## config.mk

```make
export PLATFORM = sky130hd
export DESIGN_NAME = pid_with_smoothed_terms_flat
export DESIGN_NICKNAME = d
export VERILOG_FILES = /design/src/hw/rtl/pws_pkg.sv /design/src/hw/rtl/pws_if.sv /design/src/hw/rtl/pid_with_smoothed_terms.sv /design/src/flat_wrapper.sv
export SDC_FILE = /design/constraint.sdc
export NUM_CORES = 2
export LEC_CHECK = 0
export ABC_CLOCK_PERIOD_IN_PS = 17600
export BUFFER_PORTS_ARGS = -buffer_cell sky130_fd_sc_hd__buf_2
export CORE_ASPECT_RATIO = 1.25
export CORE_MARGIN = 1.5
export CORE_UTILIZATION = 30
export CTS_CLUSTER_SIZE = 30
export DETAILED_ROUTE_END_ITERATION = 6
export HOLD_SLACK_MARGIN = 0.03
export PLACE_DENSITY = 0.42
export RECOVER_POWER = 100
export SYNTH_ARGS = -nofsm -noshare
export SYNTH_HDL_FRONTEND = slang
export SYNTH_SLANG_ARGS = --single-unit
```

## constraint.sdc

```tcl
create_clock -name clk -period 17.6 [get_ports clk]
set_input_delay 0.88 -clock clk [delete_from_list [all_inputs] [get_ports clk]]
set_output_delay 0.88 -clock clk [all_outputs]
set_load 0.005 [all_outputs]
```

## src/hw/rtl/pws_pkg.sv

```systemverilog
// Package for the smoothed-term PID controller: widths, fixed-point constants,
// register indexes, the micro-instruction format and the microcode ROM.
// Depends on nothing; every other file of the block imports it.
package pws_pkg;

	localparam int DATA_WIDTH = 32;
	localparam int FRAC_BITS  = 16;
	localparam int GAIN_W     = 32;
	localparam int WGT_W      = 17;
	localparam int TOL_W      = 31;
	localparam int W_FRAC     = 16;
	localparam int ADDR_W     = 5;
	localparam int APB_W      = 32;

	localparam int EXT_W  = DATA_WIDTH + 1;
	localparam int MULA_W = GAIN_W + 1;
	localparam int PROD_W = MULA_W + DATA_WIDTH;
	localparam int ACC_W  = PROD_W + 2;
	localparam int INT_W  = (DATA_WIDTH + 1 > TOL_W + 1) ? DATA_WIDTH + 1 : TOL_W + 1;
	localparam int CMP_W  = (DATA_WIDTH > TOL_W) ? DATA_WIDTH : TOL_W;

	typedef logic signed [DATA_WIDTH-1:0] data_t;
	typedef logic signed [ACC_W-1:0]      acc_t;
	typedef logic        [WGT_W-1:0]      wgt_t;

	localparam wgt_t W_ONE   = 17'd65536;
	localparam wgt_t MIX_RAW = 17'd13107;
	localparam wgt_t MIX_AVG = 17'd52429;

	localparam data_t DMAX     = {1'b0, {(DATA_WIDTH-1){1'b1}}};
	localparam data_t DMIN     = ~DMAX;
	localparam acc_t  ACC_DMAX = ACC_W'(DMAX);
	localparam acc_t  ACC_DMIN = ACC_W'(DMIN);
	localparam acc_t  HALF_W   = {{(ACC_W-W_FRAC){1'b0}}, 1'b1, {(W_FRAC-1){1'b0}}};
	localparam acc_t  HALF_F   = {{(ACC_W-FRAC_BITS){1'b0}}, 1'b1, {(FRAC_BITS-1){1'b0}}};

	typedef enum logic [2:0] {
		REG_GAIN_P, REG_GAIN_I, REG_GAIN_D, REG_SMOOTH_P,
		REG_SMOOTH_D, REG_INT_LIMIT, REG_ERR_TOL, REG_SLOPE_TOL
	} reg_idx_t;

	typedef enum logic [3:0] {
		MA_NONE, MA_WP_OLD, MA_WP_NEW, MA_WD_OLD, MA_WD_NEW,
		MA_RAW, MA_AVG, MA_GP, MA_GI, MA_GD
	} mul_a_t;

	typedef enum logic [2:0] {
		MB_NONE, MB_AVG_E, MB_ERR, MB_AVG_D, MB_SLOPE, MB_PMIX, MB_INTEG, MB_DMIX
	} mul_b_t;

	typedef enum logic [1:0] {ACC_HOLD, ACC_LOAD, ACC_ADD} acc_op_t;

	typedef enum logic [2:0] {WB_NONE, WB_AVG_E, WB_AVG_D, WB_PMIX, WB_DMIX, WB_DRIVE} wb_t;

	typedef enum logic [1:0] {ALU_NONE, ALU_ERR, ALU_SLOPE_INT} alu_t;

	typedef enum logic [1:0] {J_NEXT, J_WAIT_IN, J_FINISH} jmp_t;

	typedef struct packed {
		mul_a_t  ma;
		mul_b_t  mb;
		acc_op_t acc;
		wb_t     wb;
		alu_t    alu;
		jmp_t    jmp;
	} ctrl_t;

	localparam int N_STEPS = 14;
	localparam int STEP_W  = $clog2(N_STEPS);

	// The program: one multiply issued per step, its product accumulated in
	// the following step, and each result rounded and written back once summed.
	localparam ctrl_t UCODE [N_STEPS] = '{
		'{ma: MA_NONE,   mb: MB_NONE,  acc: ACC_HOLD, wb: WB_NONE,  alu: ALU_ERR,       jmp: J_WAIT_IN},
		'{ma: MA_WP_OLD, mb: MB_AVG_E, acc: ACC_HOLD, wb: WB_NONE,  alu: ALU_SLOPE_INT, jmp: J_NEXT},
		'{ma: MA_WP_NEW, mb: MB_ERR,   acc: ACC_LOAD, wb: WB_NONE,  alu: ALU_NONE,      jmp: J_NEXT},
		'{ma: MA_WD_OLD, mb: MB_AVG_D, acc: ACC_ADD,  wb: WB_NONE,  alu: ALU_NONE,      jmp: J_NEXT},
		'{ma: MA_WD_NEW, mb: MB_SLOPE, acc: ACC_LOAD, wb: WB_AVG_E, alu: ALU_NONE,      jmp: J_NEXT},
		'{ma: MA_RAW,    mb: MB_ERR,   acc: ACC_ADD,  wb: WB_NONE,  alu: ALU_NONE,      jmp: J_NEXT},
		'{ma: MA_AVG,    mb: MB_AVG_E, acc: ACC_LOAD, wb: WB_AVG_D, alu: ALU_NONE,      jmp: J_NEXT},
		'{ma: MA_RAW,    mb: MB_SLOPE, acc: ACC_ADD,  wb: WB_NONE,  alu: ALU_NONE,      jmp: J_NEXT},
		'{ma: MA_AVG,    mb: MB_AVG_D, acc: ACC_LOAD, wb: WB_PMIX,  alu: ALU_NONE,      jmp: J_NEXT},
		'{ma: MA_GP,     mb: MB_PMIX,  acc: ACC_ADD,  wb: WB_NONE,  alu: ALU_NONE,      jmp: J_NEXT},
		'{ma: MA_GI,     mb: MB_INTEG, acc: ACC_LOAD, wb: WB_DMIX,  alu: ALU_NONE,      jmp: J_NEXT},
		'{ma: MA_GD,     mb: MB_DMIX,  acc: ACC_ADD,  wb: WB_NONE,  alu: ALU_NONE,      jmp: J_NEXT},
		'{ma: MA_NONE,   mb: MB_NONE,  acc: ACC_ADD,  wb: WB_NONE,  alu: ALU_NONE,      jmp: J_NEXT},
		'{ma: MA_NONE,   mb: MB_NONE,  acc: ACC_HOLD, wb: WB_DRIVE, alu: ALU_NONE,      jmp: J_FINISH}
	};

	// Saturate a value one bit wider than the data path.
	function automatic data_t sat_ext(input logic signed [EXT_W-1:0] v);
		if (v[EXT_W-1] != v[EXT_W-2]) begin
			return v[EXT_W-1] ? DMIN : DMAX;
		end
		return v[DATA_WIDTH-1:0];
	endfunction

	// Round half up by the weight fraction or by the data fraction, then saturate.
	function automatic data_t round_sat(input acc_t a, input logic by_frac);
		acc_t s_w;
		acc_t s_f;
		acc_t s;
		s_w = (a + HALF_W) >>> W_FRAC;
		s_f = (a + HALF_F) >>> FRAC_BITS;
		s   = by_frac ? s_f : s_w;
		if (s > ACC_DMAX) begin
			return DMAX;
		end else if (s < ACC_DMIN) begin
			return DMIN;
		end
		return s[DATA_WIDTH-1:0];
	endfunction

endpackage

```

## src/hw/rtl/pws_if.sv

```systemverilog
// Valid/ready channel interfaces for the sample and result beats of the
// smoothed-term PID controller. Depends on pws_pkg for the data type.
interface pws_in_if import pws_pkg::*; ();
	logic  valid;
	logic  ready;
	data_t measured;
	data_t target;
	logic  clear_integral;

	modport source (output valid, measured, target, clear_integral, input ready);
	modport sink   (input valid, measured, target, clear_integral, output ready);
endinterface

interface pws_out_if import pws_pkg::*; ();
	logic  valid;
	logic  ready;
	data_t drive;
	logic  settled;

	modport source (output valid, drive, settled, input ready);
	modport sink   (input valid, drive, settled, output ready);
endinterface

```

## src/hw/rtl/pid_with_smoothed_terms.sv

```systemverilog
// PID controller with averaged proportional and derivative terms, top level.
// Depends on pws_pkg and on the channel interfaces in pws_if.sv.
//
// Use: a sample beat on the sample channel carries a measured value, a target
// (both signed Q16.16) and a flag that clears the integral before the update.
// Each sample yields exactly one result beat on the result channel: the
// saturated drive value and a settled flag. Gains, averaging weights, the
// integral clamp and the settling tolerances are written over the APB port,
// one register per 32-bit word, and are to be written only while the block is
// idle; the block itself does not enforce this. pready is tied high and reads
// return the stored register. A sample is accepted in step 0 of a 14-step
// microprogram; one shared 33 x 32 bit multiplier does the eleven products of
// each update, one per step, and the final step loads the result into the
// output register before the program returns to step 0 for the next sample.
// The output register holds the result while the receiver stalls; the next
// sample is accepted and worked on meanwhile, and only the final step waits
// for the output register to free up. A sample is never dropped.
// Reset (arst_n low, asynchronous) clears the controller state, restores the
// register defaults (integral clamp at its maximum, all others zero) and
// empties the output register.
module pid_with_smoothed_terms import pws_pkg::*; (
	input  logic              clk,
	input  logic              arst_n,
	pws_in_if.sink            sample,
	pws_out_if.source         result,
	input  logic              psel,
	input  logic              penable,
	input  logic              pwrite,
	input  logic [ADDR_W-1:0] paddr,
	input  logic [APB_W-1:0]  pwdata,
	output logic [APB_W-1:0]  prdata,
	output logic              pready
);

	// Configuration registers.
	logic signed [GAIN_W-1:0] gain_p_q, gain_i_q, gain_d_q;
	wgt_t                     smooth_p_q, smooth_d_q;
	logic [TOL_W-1:0]         int_limit_q, err_tol_q, slope_tol_q;

	// Sequencer and controller state.
	logic [STEP_W-1:0] step_q;
	ctrl_t             ctrl;
	data_t             err_q, slope_q, last_q, avg_e_q, avg_d_q, integ_q;
	data_t             pmix_q, dmix_q;
	logic              clear_q, settled_q;
	logic signed [PROD_W-1:0] prod_s1;
	acc_t              acc_q;
	logic              res_valid_q;
	data_t             res_drive_q;
	logic              res_settled_q;

	logic              cfg_wr;
	logic              accept;
	logic              slot_free;
	logic              drive_load;
	wgt_t              mp, md;
	logic signed [MULA_W-1:0] mul_a;
	data_t             mul_b;
	logic signed [PROD_W-1:0] prod;
	data_t             wb_val;
	data_t             err_new, slope_new, integ_new;
	logic signed [INT_W-1:0] int_sum, int_lim, int_clamped;
	logic [DATA_WIDTH-1:0] mag_err, mag_slope;
	logic              settled_new;

	// APB register file.
	assign pready = 1'b1;
	assign cfg_wr = psel && penable && pwrite && pready;

	always_ff @(posedge clk or negedge arst_n) begin
		if (!arst_n) begin
			gain_p_q    <= '0;
			gain_i_q    <= '0;
			gain_d_q    <= '0;
			smooth_p_q  <= '0;
			smooth_d_q  <= '0;
			int_limit_q <= '1;
			err_tol_q   <= '0;
			slope_tol_q <= '0;
		end else if (cfg_wr) begin
			case (reg_idx_t'(paddr[ADDR_W-1:2]))
				REG_GAIN_P:    gain_p_q    <= pwdata[GAIN_W-1:0];
				REG_GAIN_I:    gain_i_q    <= pwdata[GAIN_W-1:0];
				REG_GAIN_D:    gain_d_q    <= pwdata[GAIN_W-1:0];
				REG_SMOOTH_P:  smooth_p_q  <= pwdata[WGT_W-1:0];
				REG_SMOOTH_D:  smooth_d_q  <= pwdata[WGT_W-1:0];
				REG_INT_LIMIT: int_limit_q <= pwdata[TOL_W-1:0];
				REG_ERR_TOL:   err_tol_q   <= pwdata[TOL_W-1:0];
				REG_SLOPE_TOL: slope_tol_q <= pwdata[TOL_W-1:0];
				default: ;
			endcase
		end
	end

	always_comb begin
		case (reg_idx_t'(paddr[ADDR_W-1:2]))
			REG_GAIN_P:    prdata = APB_W'(gain_p_q);
			REG_GAIN_I:    prdata = APB_W'(gain_i_q);
			REG_GAIN_D:    prdata = APB_W'(gain_d_q);
			REG_SMOOTH_P:  prdata = APB_W'(smooth_p_q);
			REG_SMOOTH_D:  prdata = APB_W'(smooth_d_q);
			REG_INT_LIMIT: prdata = APB_W'(int_limit_q);
			REG_ERR_TOL:   prdata = APB_W'(err_tol_q);
			REG_SLOPE_TOL: prdata = APB_W'(slope_tol_q);
			default:       prdata = '0;
		endcase
	end

	// The control word of the current step comes straight from the ROM.
	assign ctrl = UCODE[step_q];

	// A sample is taken only in the step that waits for one.
	assign sample.ready = (ctrl.jmp == J_WAIT_IN);
	assign accept       = sample.valid && sample.ready;

	// The output register is free when empty or being emptied this cycle.
	assign slot_free  = !res_valid_q || result.ready;
	assign drive_load = (ctrl.wb == WB_DRIVE) && slot_free;

	always_ff @(posedge clk or negedge arst_n) begin
		if (!arst_n) begin
			step_q <= '0;
		end else begin
			case (ctrl.jmp)
				J_NEXT:    step_q <= step_q + STEP_W'(1);
				J_WAIT_IN: if (accept) begin
					step_q <= step_q + STEP_W'(1);
				end
				J_FINISH:  if (slot_free) begin
					step_q <= '0;
				end
				default:   step_q <= '0;
			endcase
		end
	end

	// Scalar arithmetic: the error at acceptance, then slope, integral and
	// the settled test in the step after.
	assign err_new   = sat_ext(EXT_W'(sample.target) - EXT_W'(sample.measured));
	assign slope_new = sat_ext(EXT_W'(err_q) - EXT_W'(last_q));

	always_comb begin
		int_sum = INT_W'(err_q) + (clear_q ? '0 : INT_W'(integ_q));
		int_lim = INT_W'(int_limit_q);
		if (int_sum > int_lim) begin
			int_clamped = int_lim;
		end else if (int_sum < -int_lim) begin
			int_clamped = -int_lim;
		end else begin
			int_clamped = int_sum;
		end
		if (int_clamped > INT_W'(DMAX)) begin
			integ_new = DMAX;
		end else if (int_clamped < INT_W'(DMIN)) begin
			integ_new = DMIN;
		end else begin
			integ_new = int_clamped[DATA_WIDTH-1:0];
		end
	end

	// Magnitudes as unsigned values; the most negative value maps to its true size.
	assign mag_err   = err_q[DATA_WIDTH-1] ? ~err_q + 1'b1 : err_q;
	assign mag_slope = slope_new[DATA_WIDTH-1] ? ~slope_new + 1'b1 : slope_new;
	assign settled_new = (CMP_W'(mag_err) <= CMP_W'(err_tol_q)) &&
		(CMP_W'(mag_slope) <= CMP_W'(slope_tol_q));

	always_ff @(posedge clk) begin
		if (accept && ctrl.alu == ALU_ERR) begin
			err_q   <= err_new;
			clear_q <= sample.clear_integral;
		end
		if (ctrl.alu == ALU_SLOPE_INT) begin
			slope_q   <= slope_new;
			settled_q <= settled_new;
		end
	end

	// A weight above one acts as one.
	assign mp = (smooth_p_q > W_ONE) ? W_ONE : smooth_p_q;
	assign md = (smooth_d_q > W_ONE) ? W_ONE : smooth_d_q;

	// Shared multiplier operand selection.
	always_comb begin
		case (ctrl.ma)
			MA_WP_OLD: mul_a = MULA_W'(mp);
			MA_WP_NEW: mul_a = MULA_W'(W_ONE - mp);
			MA_WD_OLD: mul_a = MULA_W'(md);
			MA_WD_NEW: mul_a = MULA_W'(W_ONE - md);
			MA_RAW:    mul_a = MULA_W'(MIX_RAW);
			MA_AVG:    mul_a = MULA_W'(MIX_AVG);
			MA_GP:     mul_a = MULA_W'(gain_p_q);
			MA_GI:     mul_a = MULA_W'(gain_i_q);
			MA_GD:     mul_a = MULA_W'(gain_d_q);
			default:   mul_a = '0;
		endcase
		case (ctrl.mb)
			MB_AVG_E: mul_b = avg_e_q;
			MB_ERR:   mul_b = err_q;
			MB_AVG_D: mul_b = avg_d_q;
			MB_SLOPE: mul_b = slope_q;
			MB_PMIX:  mul_b = pmix_q;
			MB_INTEG: mul_b = integ_q;
			MB_DMIX:  mul_b = dmix_q;
			default:  mul_b = '0;
		endcase
	end

	assign prod = mul_a * mul_b;

	// Product register, then the accumulator, which takes it in the following step.
	always_ff @(posedge clk) begin
		prod_s1 <= prod;
		case (ctrl.acc)
			ACC_LOAD: acc_q <= ACC_W'(prod_s1);
			ACC_ADD:  acc_q <= acc_q + ACC_W'(prod_s1);
			default:  ;
		endcase
	end

	// Averages and mixes round by the weight fraction; the drive by the data fraction.
	assign wb_val = round_sat(acc_q, ctrl.wb == WB_DRIVE);

	always_ff @(posedge clk or negedge arst_n) begin
		if (!arst_n) begin
			last_q  <= '0;
			avg_e_q <= '0;
			avg_d_q <= '0;
			integ_q <= '0;
		end else begin
			if (ctrl.alu == ALU_SLOPE_INT) begin
				last_q  <= err_q;
				integ_q <= integ_new;
			end
			if (ctrl.wb == WB_AVG_E) begin
				avg_e_q <= wb_val;
			end
			if (ctrl.wb == WB_AVG_D) begin
				avg_d_q <= wb_val;
			end
		end
	end

	always_ff @(posedge clk) begin
		if (ctrl.wb == WB_PMIX) begin
			pmix_q <= wb_val;
		end
		if (ctrl.wb == WB_DMIX) begin
			dmix_q <= wb_val;
		end
	end

	// Output register.
	always_ff @(posedge clk or negedge arst_n) begin
		if (!arst_n) begin
			res_valid_q <= 1'b0;
		end else if (drive_load) begin
			res_valid_q <= 1'b1;
		end else if (result.ready) begin
			res_valid_q <= 1'b0;
		end
	end

	always_ff @(posedge clk) begin
		if (drive_load) begin
			res_drive_q   <= wb_val;
			res_settled_q <= settled_q;
		end
	end

	assign result.valid   = res_valid_q;
	assign result.drive   = res_drive_q;
	assign result.settled = res_settled_q;

	// The step counter never runs past the end of the program.
	a_step_range: assert property (@(posedge clk) disable iff (!arst_n)
		step_q < STEP_W'(N_STEPS))
		else $error("step counter outside the microprogram");

	// An accepted sample always starts the program proper in the next cycle.
	a_accept_advances: assert property (@(posedge clk) disable iff (!arst_n)
		accept |=> (step_q == STEP_W'(1)))
		else $error("sequencer did not advance after a sample beat");

	// A waiting result is never overwritten before the receiver takes it.
	a_no_overwrite: assert property (@(posedge clk) disable iff (!arst_n)
		(res_valid_q && !result.ready) |=> (res_valid_q && $stable(res_drive_q)))
		else $error("pending result beat lost or changed");

endmodule
```

## src/flat_wrapper.sv

```systemverilog
// flat-port wrapper written by rule: the top's interface ports become plain ports
module pid_with_smoothed_terms_flat import pws_pkg::*;
  (clk, arst_n, psel, penable, pwrite, paddr, pwdata, prdata, pready, sample_valid, sample_measured, sample_target, sample_clear_integral, sample_ready, result_valid, result_drive, result_settled, result_ready);
  pws_in_if sample_i ();
  pws_out_if result_i ();
  input  logic clk;
  input  logic arst_n;
  input  logic psel;
  input  logic penable;
  input  logic pwrite;
  input  logic [ADDR_W-1:0] paddr;
  input  logic [APB_W-1:0] pwdata;
  output logic [APB_W-1:0] prdata;
  output logic pready;
  input wire logic [$bits(sample_i.valid)-1:0] sample_valid;
  input wire logic [$bits(sample_i.measured)-1:0] sample_measured;
  input wire logic [$bits(sample_i.target)-1:0] sample_target;
  input wire logic [$bits(sample_i.clear_integral)-1:0] sample_clear_integral;
  output wire logic [$bits(sample_i.ready)-1:0] sample_ready;
  output wire logic [$bits(result_i.valid)-1:0] result_valid;
  output wire logic [$bits(result_i.drive)-1:0] result_drive;
  output wire logic [$bits(result_i.settled)-1:0] result_settled;
  input wire logic [$bits(result_i.ready)-1:0] result_ready;
  assign sample_i.valid = sample_valid;
  assign sample_i.measured = sample_measured;
  assign sample_i.target = sample_target;
  assign sample_i.clear_integral = sample_clear_integral;
  assign sample_ready = sample_i.ready;
  assign result_valid = result_i.valid;
  assign result_drive = result_i.drive;
  assign result_settled = result_i.settled;
  assign result_i.ready = result_ready;
  pid_with_smoothed_terms u_core (.clk(clk), .arst_n(arst_n), .sample(sample_i), .result(result_i), .psel(psel), .penable(penable), .pwrite(pwrite), .paddr(paddr), .pwdata(pwdata), .prdata(prdata), .pready(pready));
endmodule
```

=== Word-level counts from Yosys, hierarchy flattened ===
Memory sizes are Yosys's and may differ from the RTL's.
Cells that the tools add are included.

* Register bits after elaboration: 651
* ROM bits: 256
* Input bits: 109
* Output and inout bits: 68
* Logic and storage cells: 143
* Memories: 1

* Add/sub/neg operators: 11
* Multiply operators: 1
* Order comparisons: 11
* Equality and inequality tests: 38
* Muxes and demuxes: 33
* Bitwise gates (word level): 3
* Reductions and logical operators: 21

{| class="wikitable"
|+ Memories
! name !! words !! bits a word !! read ports !! clocked after Yosys merged registers in !! wr ports !! line !! RTL
|-
| (no name shown) || 16 || 16 || 1 || 0 || 0 || pid_with_smoothed_terms.sv:110 || <nowiki>assign ctrl = UCODE[step_q];</nowiki>
|}

{| class="wikitable"
|+ Operator list
! operator !! number
|-
| $mux W32 || 13
|-
| $pmux W33 S9 || 1
|-
| $pmux W32 S8 || 1
|-
| $pmux W32 S7 || 1
|-
| $pmux W67 S2 || 1
|-
| $mux W33 || 3
|-
| $add A67 B17 Y67 const B || 1
|-
| $add A67 B65 Y67 || 1
|-
| $sub A32 B32 Y33 || 2
|-
| $mul A33 B32 Y65 || 1
|-
| $add A32 B1 Y32 const B || 2
|-
| $le A32 B31 Y1 || 2
|-
| $not A32 Y32 || 2
|-
| $gt A51 B32 Y1 const B || 1
|-
| $lt A51 B32 Y1 const B || 1
|-
| $sub A17 B17 Y18 const A || 2
|-
| $gt A17 B17 Y1 const B || 2
|-
| $mux W17 || 2
|-
| $add A33 B33 Y33 || 1
|-
| $gt A33 B32 Y1 || 1
|-
| $gt A33 B32 Y1 const B || 1
|-
| $lt A33 B32 Y1 const B || 1
|-
| $lt A33 B33 Y1 || 1
|-
| $neg A31 Y33 || 1
|-
| other kinds (26) || 73
|}

=== Longest topological paths before layout ===
* Depth in word-level cells: 9
* Depth in mapped cells: 44

=== Worst setup path after synthesis ===
OpenSTA, ideal clock, no wires.

* Kind: reg2reg
* Start: reg u_core.step_q[0]
* End: reg u_core.prod_s1[63]
* Arrival time: 10.614 ns
* Setup slack: 6.842 ns
* Cell stages (with the launch flop): 40
* Path buffers: 6
* Clock period less this slack: 10.758 ns
* Cells stage by stage: dfrtp_1 > buf_2 > clkinv_1 > ha_1 > clkbuf_1 > nor2_1 > nand2_1 > o21ai_0 > clkbuf_1 > clkbuf_1 > buf_1 > nand3_1 > o21ai_1 > clkbuf_1 > nand2_1 > fa_1 > fa_1 > inv_1 > [... 4 more ...] > inv_1 > fa_1 > fa_1 > inv_1 > fa_1 > inv_1 > ha_1 > a21oi_1 > o21bai_1 > a21oi_1 > o21ai_0 > a21oi_1 > nor2b_1 > o211ai_1 > o211ai_1 > a21oi_1 > o21a_1 > o311ai_0

* Cells in the longest elaborated chain, start to end: 7
* Elaborated cells on any way between the ends: 23

{| class="wikitable"
|+ Ends and longest elaborated chain
! element !! line !! RTL
|-
| from (decl) || pid_with_smoothed_terms.sv:41 || <nowiki>logic [STEP_W-1:0] step_q;</nowiki>
|-
| from (signal assigned) || pid_with_smoothed_terms.sv:125 || <nowiki>J_NEXT: step_q <= step_q + STEP_W'(1);</nowiki>
|-
| from (signal assigned) || pid_with_smoothed_terms.sv:127 || <nowiki>step_q <= step_q + STEP_W'(1);</nowiki>
|-
| $not A4 Y5 (implied by the code) (*) || pid_with_smoothed_terms.sv:110 ||
|-
| $mem_v2 Z16 W16 (*) || -- ||
|-
| $mux W16 (implied by the code) (*) (2 in a row) || pid_with_smoothed_terms.sv:110 ||
|-
| $eq A4 B4 Y1 (tied with other cells) || pid_with_smoothed_terms.sv:184 || <nowiki>case (ctrl.ma)</nowiki>
|-
| $pmux W33 S9 or $pmux W32 S7 (tied branches) || pid_with_smoothed_terms.sv:184, pid_with_smoothed_terms.sv:196 ||
|-
| $mul A33 B32 Y65 (*) || pid_with_smoothed_terms.sv:208 || <nowiki>assign prod = mul_a * mul_b;</nowiki>
|-
| named net u_core.prod[63] || pid_with_smoothed_terms.sv:59 || <nowiki>logic signed [PROD_W-1:0] prod;</nowiki>
|-
| to (signal assigned) || pid_with_smoothed_terms.sv:212 || <nowiki>prod_s1 <= prod;</nowiki>
|-
| to (decl) || pid_with_smoothed_terms.sv:46 || <nowiki>logic signed [PROD_W-1:0] prod_s1;</nowiki>
|}

Mark *: on every way through the listed nets, which the timed path passes. The rest lies on a longest branch. The select of a mux whose other input is x is not followed.
A chain may end at the register's enable or synchronous reset.

=== Worst setup path after layout ===
* Start: reg u_core.step_q[0]
* End: reg u_core.prod_s1[61]

The elaborated chain is that of the path after synthesis.

==> results by stage <==
Status:
- The flow ran to the end, but the final reports show violations.
- The final reports fail on max-capacitance violations, max-slew violations.

Yosys:
- The most frequent cell after synthesis is sky130_fd_sc_hd__inv_1.
- The Yosys step of the flow raised 0 warnings.
- The multiplexer share of the synthesized area is 3.425%.
- After synthesis, the most frequently instantiated cells are sky130_fd_sc_hd__inv_1, sky130_fd_sc_hd__nand2_1, sky130_fd_sc_hd__fa_1.
- After synthesis, the cell types taking the most area are sky130_fd_sc_hd__fa_1, sky130_fd_sc_hd__dfrtp_1, sky130_fd_sc_hd__edfxtp_1.
- The post-synth design cell area is slightly above 80000 sq um.
- The mean cell area of the mapped netlist is approximately 8.9 sq um.
- After synthesis, flip-flops and latches occupy a little over a fifth of the total area.
- Of the total synthesized cell area, the portion taken by full adders, half adders and majority gates is 34.89%.
- Counting flops with a built-in enable in the synthesized netlist gives between 200 and 250.
- The synthesized flop and latch total is 651.
- The biggest area contributor in the post-synthesis netlist is sky130_fd_sc_hd__fa_1.
- The top cell type by area accounts for 27.21% of the synthesized area.
- For this run, the leading register cell type out of synthesis is sky130_fd_sc_hd__dfrtp_1.
- The XOR/XNOR share of the synthesized area is 3.428%.
- Summing the areas of all and, or, nand and nor instances in the mapped netlist gives 15.16% of the synthesized area.
- After synthesis, the largest family of logic cells by area is adder cells.
- The number of different library cells used by synthesis comes to between 100 and 150.
- Summing the areas of all compound-gate instances in the mapped netlist gives a little over an eighth of the synthesized area.
- The total nets after synthesis is around 11000.
- The proportion of synthesized flip-flops having asynchronous set or reset is a little over half.
- Synthesis handed over a netlist of a little over 9000 instances.

Critical path:
- The kind of critical path is register to register.
- The beginning of the critical path is u_core.step_q[0]$_DFFE_PN0P_.
- Counting cells, the worst reg-to-reg path comes to 32.
- The largest single stage delay on the critical path is roughly 1.6 ns.
- The startpoint of the lowest-slack register-to-register path is u_core.step_q[0]$_DFFE_PN0P_.
- The critical path required time is 18.13 ns.
- In this design, the critical path's most frequently occurring cell is sky130_fd_sc_hd__fa_1.
- For the worst setup path, the data arrival time is 15.55 ns.
- The endpoint type of the worst setup path is a register.
- In this run the critical register-to-register path is captured at u_core.prod_s1[61]$_DFF_P_.
- Setup slack on the worst reg-to-reg path comes out at 2.58 ns.
- The maximum fanout along the worst path is 51.
- The slowest stage of the critical path is the sky130_fd_sc_hd__clkbuf_1 cell.
- The launching element type of the critical path is a register.

GRT:
- The global-route wire length before repair is about 470000 microns.
- The number of global-route vias before repair is slightly below 70000.
- In the global route stage, met2 resource usage came out at approximately two fifths.
- Global routing used a little under a third of the available met1 tracks.
- Global routing finished with a remaining overflow of 0.
- For met3 alone, demand over resource in global routing was about 3.6%.
- The routing layer with the top usage in global route is met2.
- The initial antenna violation count is 20.
- Entering global routing, the biggest net connects around 130 pins.
- In the global route stage, overall resource usage came out at a little under a quarter.

Clock network:
- Counting the buffers created by CTS gives between 80 and 90.
- After clock tree synthesis, the flow added hold-fix buffers numbering 0.
- In this run the number of H-tree levels came out at 3.
- The maximum number of buffers from clock root to sink is 3.
- TritonCTS built the clock tree.
- After clock tree synthesis, the clock-pin slew on the worst setup and hold paths is around 0.060 ns.
- Gates resized during post-CTS repair numbered 0.
- The tree is rooted in a sky130_fd_sc_hd__clkbuf_16.
- Clock latency on the worst-skew pair, taken at its later pin, is about 0.74 ns.
- The buffer count from post-CTS setup fixing is 0.
- The clock drives about 650 sinks.

Timing:
- The number of slew-limit violations in the final report is ~1300.
- The setup violation total in the final timing report is 0.
- The time the worst path needs with I/O delays and setup is 15.02 ns.
- The final-layout setup total negative slack is 0 ns.
- For this run, the top clock speed supported by timing is 0.06657 GHz.
- The share of the clock period used by the worst path after layout is 85.35%.
- Headroom to the max-slew limit came out at -384.3%.
- The slack of the critical path is 2.578 ns.
- Setup repair after global routing left no endpoint under its margin.
- The transition time of the tightest slew-check pin is just over 7 ns.
- The final number of hold-violating endpoints was 0.
- The worst-case clock skew is 0.07154 ns.

Placement:
- Before CTS, the worst setup slack after placement is 3.966 ns.
- The routability congestion estimate from global placement is 0.9362.
- The sum of net half-perimeters after detailed placement is roughly 250000 microns.
- Buffers placed on the I/O ports in this run total 173.
- The placed cell area is approximately 86000 sq um.

Route:
- The number of vias per cell after detailed routing is between 5 and 6.
- The routed layout has between 60000 and 70000 vias.
- The iteration-0 DRC count of the detailed router is roughly 4800.
- After detailed routing, the number of remaining DRC violations is 0.
- Dividing the detail-routed wire length by the instance count gives 25.57 microns.
- The iteration count of the initial detailed-routing pass is 5.
- The post-detailed-route count of antenna-violating nets is 0.
- For this block, the routed nets add up to 324300 microns of wire.

Floorplanning:
- The effective utilization at floorplan is 30.16%.
- The number of standard-cell rows in the floorplan is about 210.
- Pin placement for this block handled 177 I/O pins.
- The width of the chip is 466.3 microns.
- The y dimension of the die is between 500 and 600 microns.
- The area of the core is ~270000 sq um.
- The die covers roughly 270000 sq um.

Worst hold path:
- The tightest min-delay check is of the input pin to register type.
- The worst hold path terminates at u_core.clear_q$_DFFE_PP_.
- The critical hold path startpoint is sample_clear_integral.
- Along the worst hold path, the cell count comes to 1.

Cells and area:
- The number of nets in the finished design is roughly 11000.
- The finished cells cover ~90000 sq um.
- From synthesis to final layout, the design area changed by 9.710%.
- The share of final-layout standard cells stronger than drive strength 1 is about 8.0%.
- Measured on the finished design, the core utilization comes to roughly a third.
- The total area of sequential cells is around 17000 sq um.
- The total area of multi-input combinational cells is between 50000 and 60000 sq um.
- The number of filler cells placed in the layout is roughly 28000.

Flow run:
- The max-cap check violation count is 24.
==> cell families after synthesis <==
kind of cell    after synthesis
simple gates               2771
mux                         242
compound gates             1655
other cells                   1
buf+inv                    1844
fa+ha+maj                  1589
xor+xnor                    315
flops                       651
==> layout make-up <==
class | instances | area share (%)
repair buffers | 350 | 2.303
multi-input cells | 6573 | 63.95
well taps | 3531 | 5.004
clock inverters | 46 | 0.6731
inverters | 1411 | 5.998
flip-flops and latches | 651 | 19.43
clock buffers | 110 | 2.606
diodes | 13 | 0.03684
==> registers in the layout, indices dropped and copies added (netlist names), 31 cells and up <==
register and flops:
u_core.acc_q 67, u_core.avg_d_q 32, u_core.avg_e_q 32, u_core.dmix_q 32, u_core.err_q 32, u_core.err_tol_q 31, u_core.gain_d_q 32, u_core.gain_i_q 32
u_core.gain_p_q 32, u_core.int_limit_q 31, u_core.integ_q 32, u_core.last_q 32, u_core.pmix_q 32, u_core.prod_s1 65, u_core.result.drive 32, u_core.slope_q 32
u_core.slope_tol_q 31
==> metal layers <==
layer  share of wire [%]  routed length [microns]  vias to the layer above
met5              0.0040                       13                        -
met2                  47                   153500                     1974
met4                 4.3                    14010                        2
li1                    -                        -                    29540
met3                 5.6                    18150                      492
met1                  43                   138700                    33710
==> worst max-delay path: cells and delay by family (launching register included) <==
family                   cells  cell delay (ns)
AND/OR/NAND/NOR              7             1.66
flip-flops                   1             0.78
buffers and inverters        7             3.19
AO/OA/AOI/OAI                8             3.26
adder cells (fa/ha/maj)     10             5.79
==> how the worst max path moves through the flow <==
stage	cells after the start	to	slack [ns]
6_report	32	u_core.prod_s1[61]$_DFF_P_	2.58
5_1_grt	38	u_core.prod_s1[63]$_DFF_P_	1.70
4_1_cts	32	u_core.prod_s1[61]$_DFF_P_	3.81
3_5_place_dp	32	u_core.prod_s1[61]$_DFF_P_	3.97
3_3_place_gp	35	u_core.prod_s1[58]$_DFF_P_	4.10
2_1_floorplan	39	u_core.prod_s1[63]$_DFF_P_	6.84
==> cell usage in the layout, fill, tap and decap left out, types with 152 or more instances in the layout <==
| cell | count |
|---|---|
| sky130_fd_sc_hd__a21o_1 | 181 |
| sky130_fd_sc_hd__a21oi_1 | 500 |
| sky130_fd_sc_hd__buf_4 | 152 |
| sky130_fd_sc_hd__dfrtp_1 | 325 |
| sky130_fd_sc_hd__edfxtp_1 | 230 |
| sky130_fd_sc_hd__fa_1 | 1094 |
| sky130_fd_sc_hd__ha_1 | 488 |
| sky130_fd_sc_hd__inv_1 | 1405 |
| sky130_fd_sc_hd__mux2_2 | 177 |
| sky130_fd_sc_hd__nand2_1 | 1258 |
| sky130_fd_sc_hd__nand3_1 | 168 |
| sky130_fd_sc_hd__nor2_1 | 728 |
| sky130_fd_sc_hd__o21ai_0 | 414 |
| sky130_fd_sc_hd__xnor2_1 | 228 |
==> per-stage QoR <==
| stage | instances | hold slack [ns] |
|---|---|---|
| 2_1_floorplan | 9068 | 0.4003 |
| 3_5_place_dp | 12520 | 0.4879 |
| 4_1_cts | 12670 | 0.1797 |
| 3_3_place_gp | 12520 | 0.5009 |
| 5_1_grt | 12680 | 0.2921 |
| 6_report | 12690 | 0.3296 |
Power is left out: the tool's default activity adds up to more than one toggle a clock period on the data nets, which glitch-free logic cannot reach.
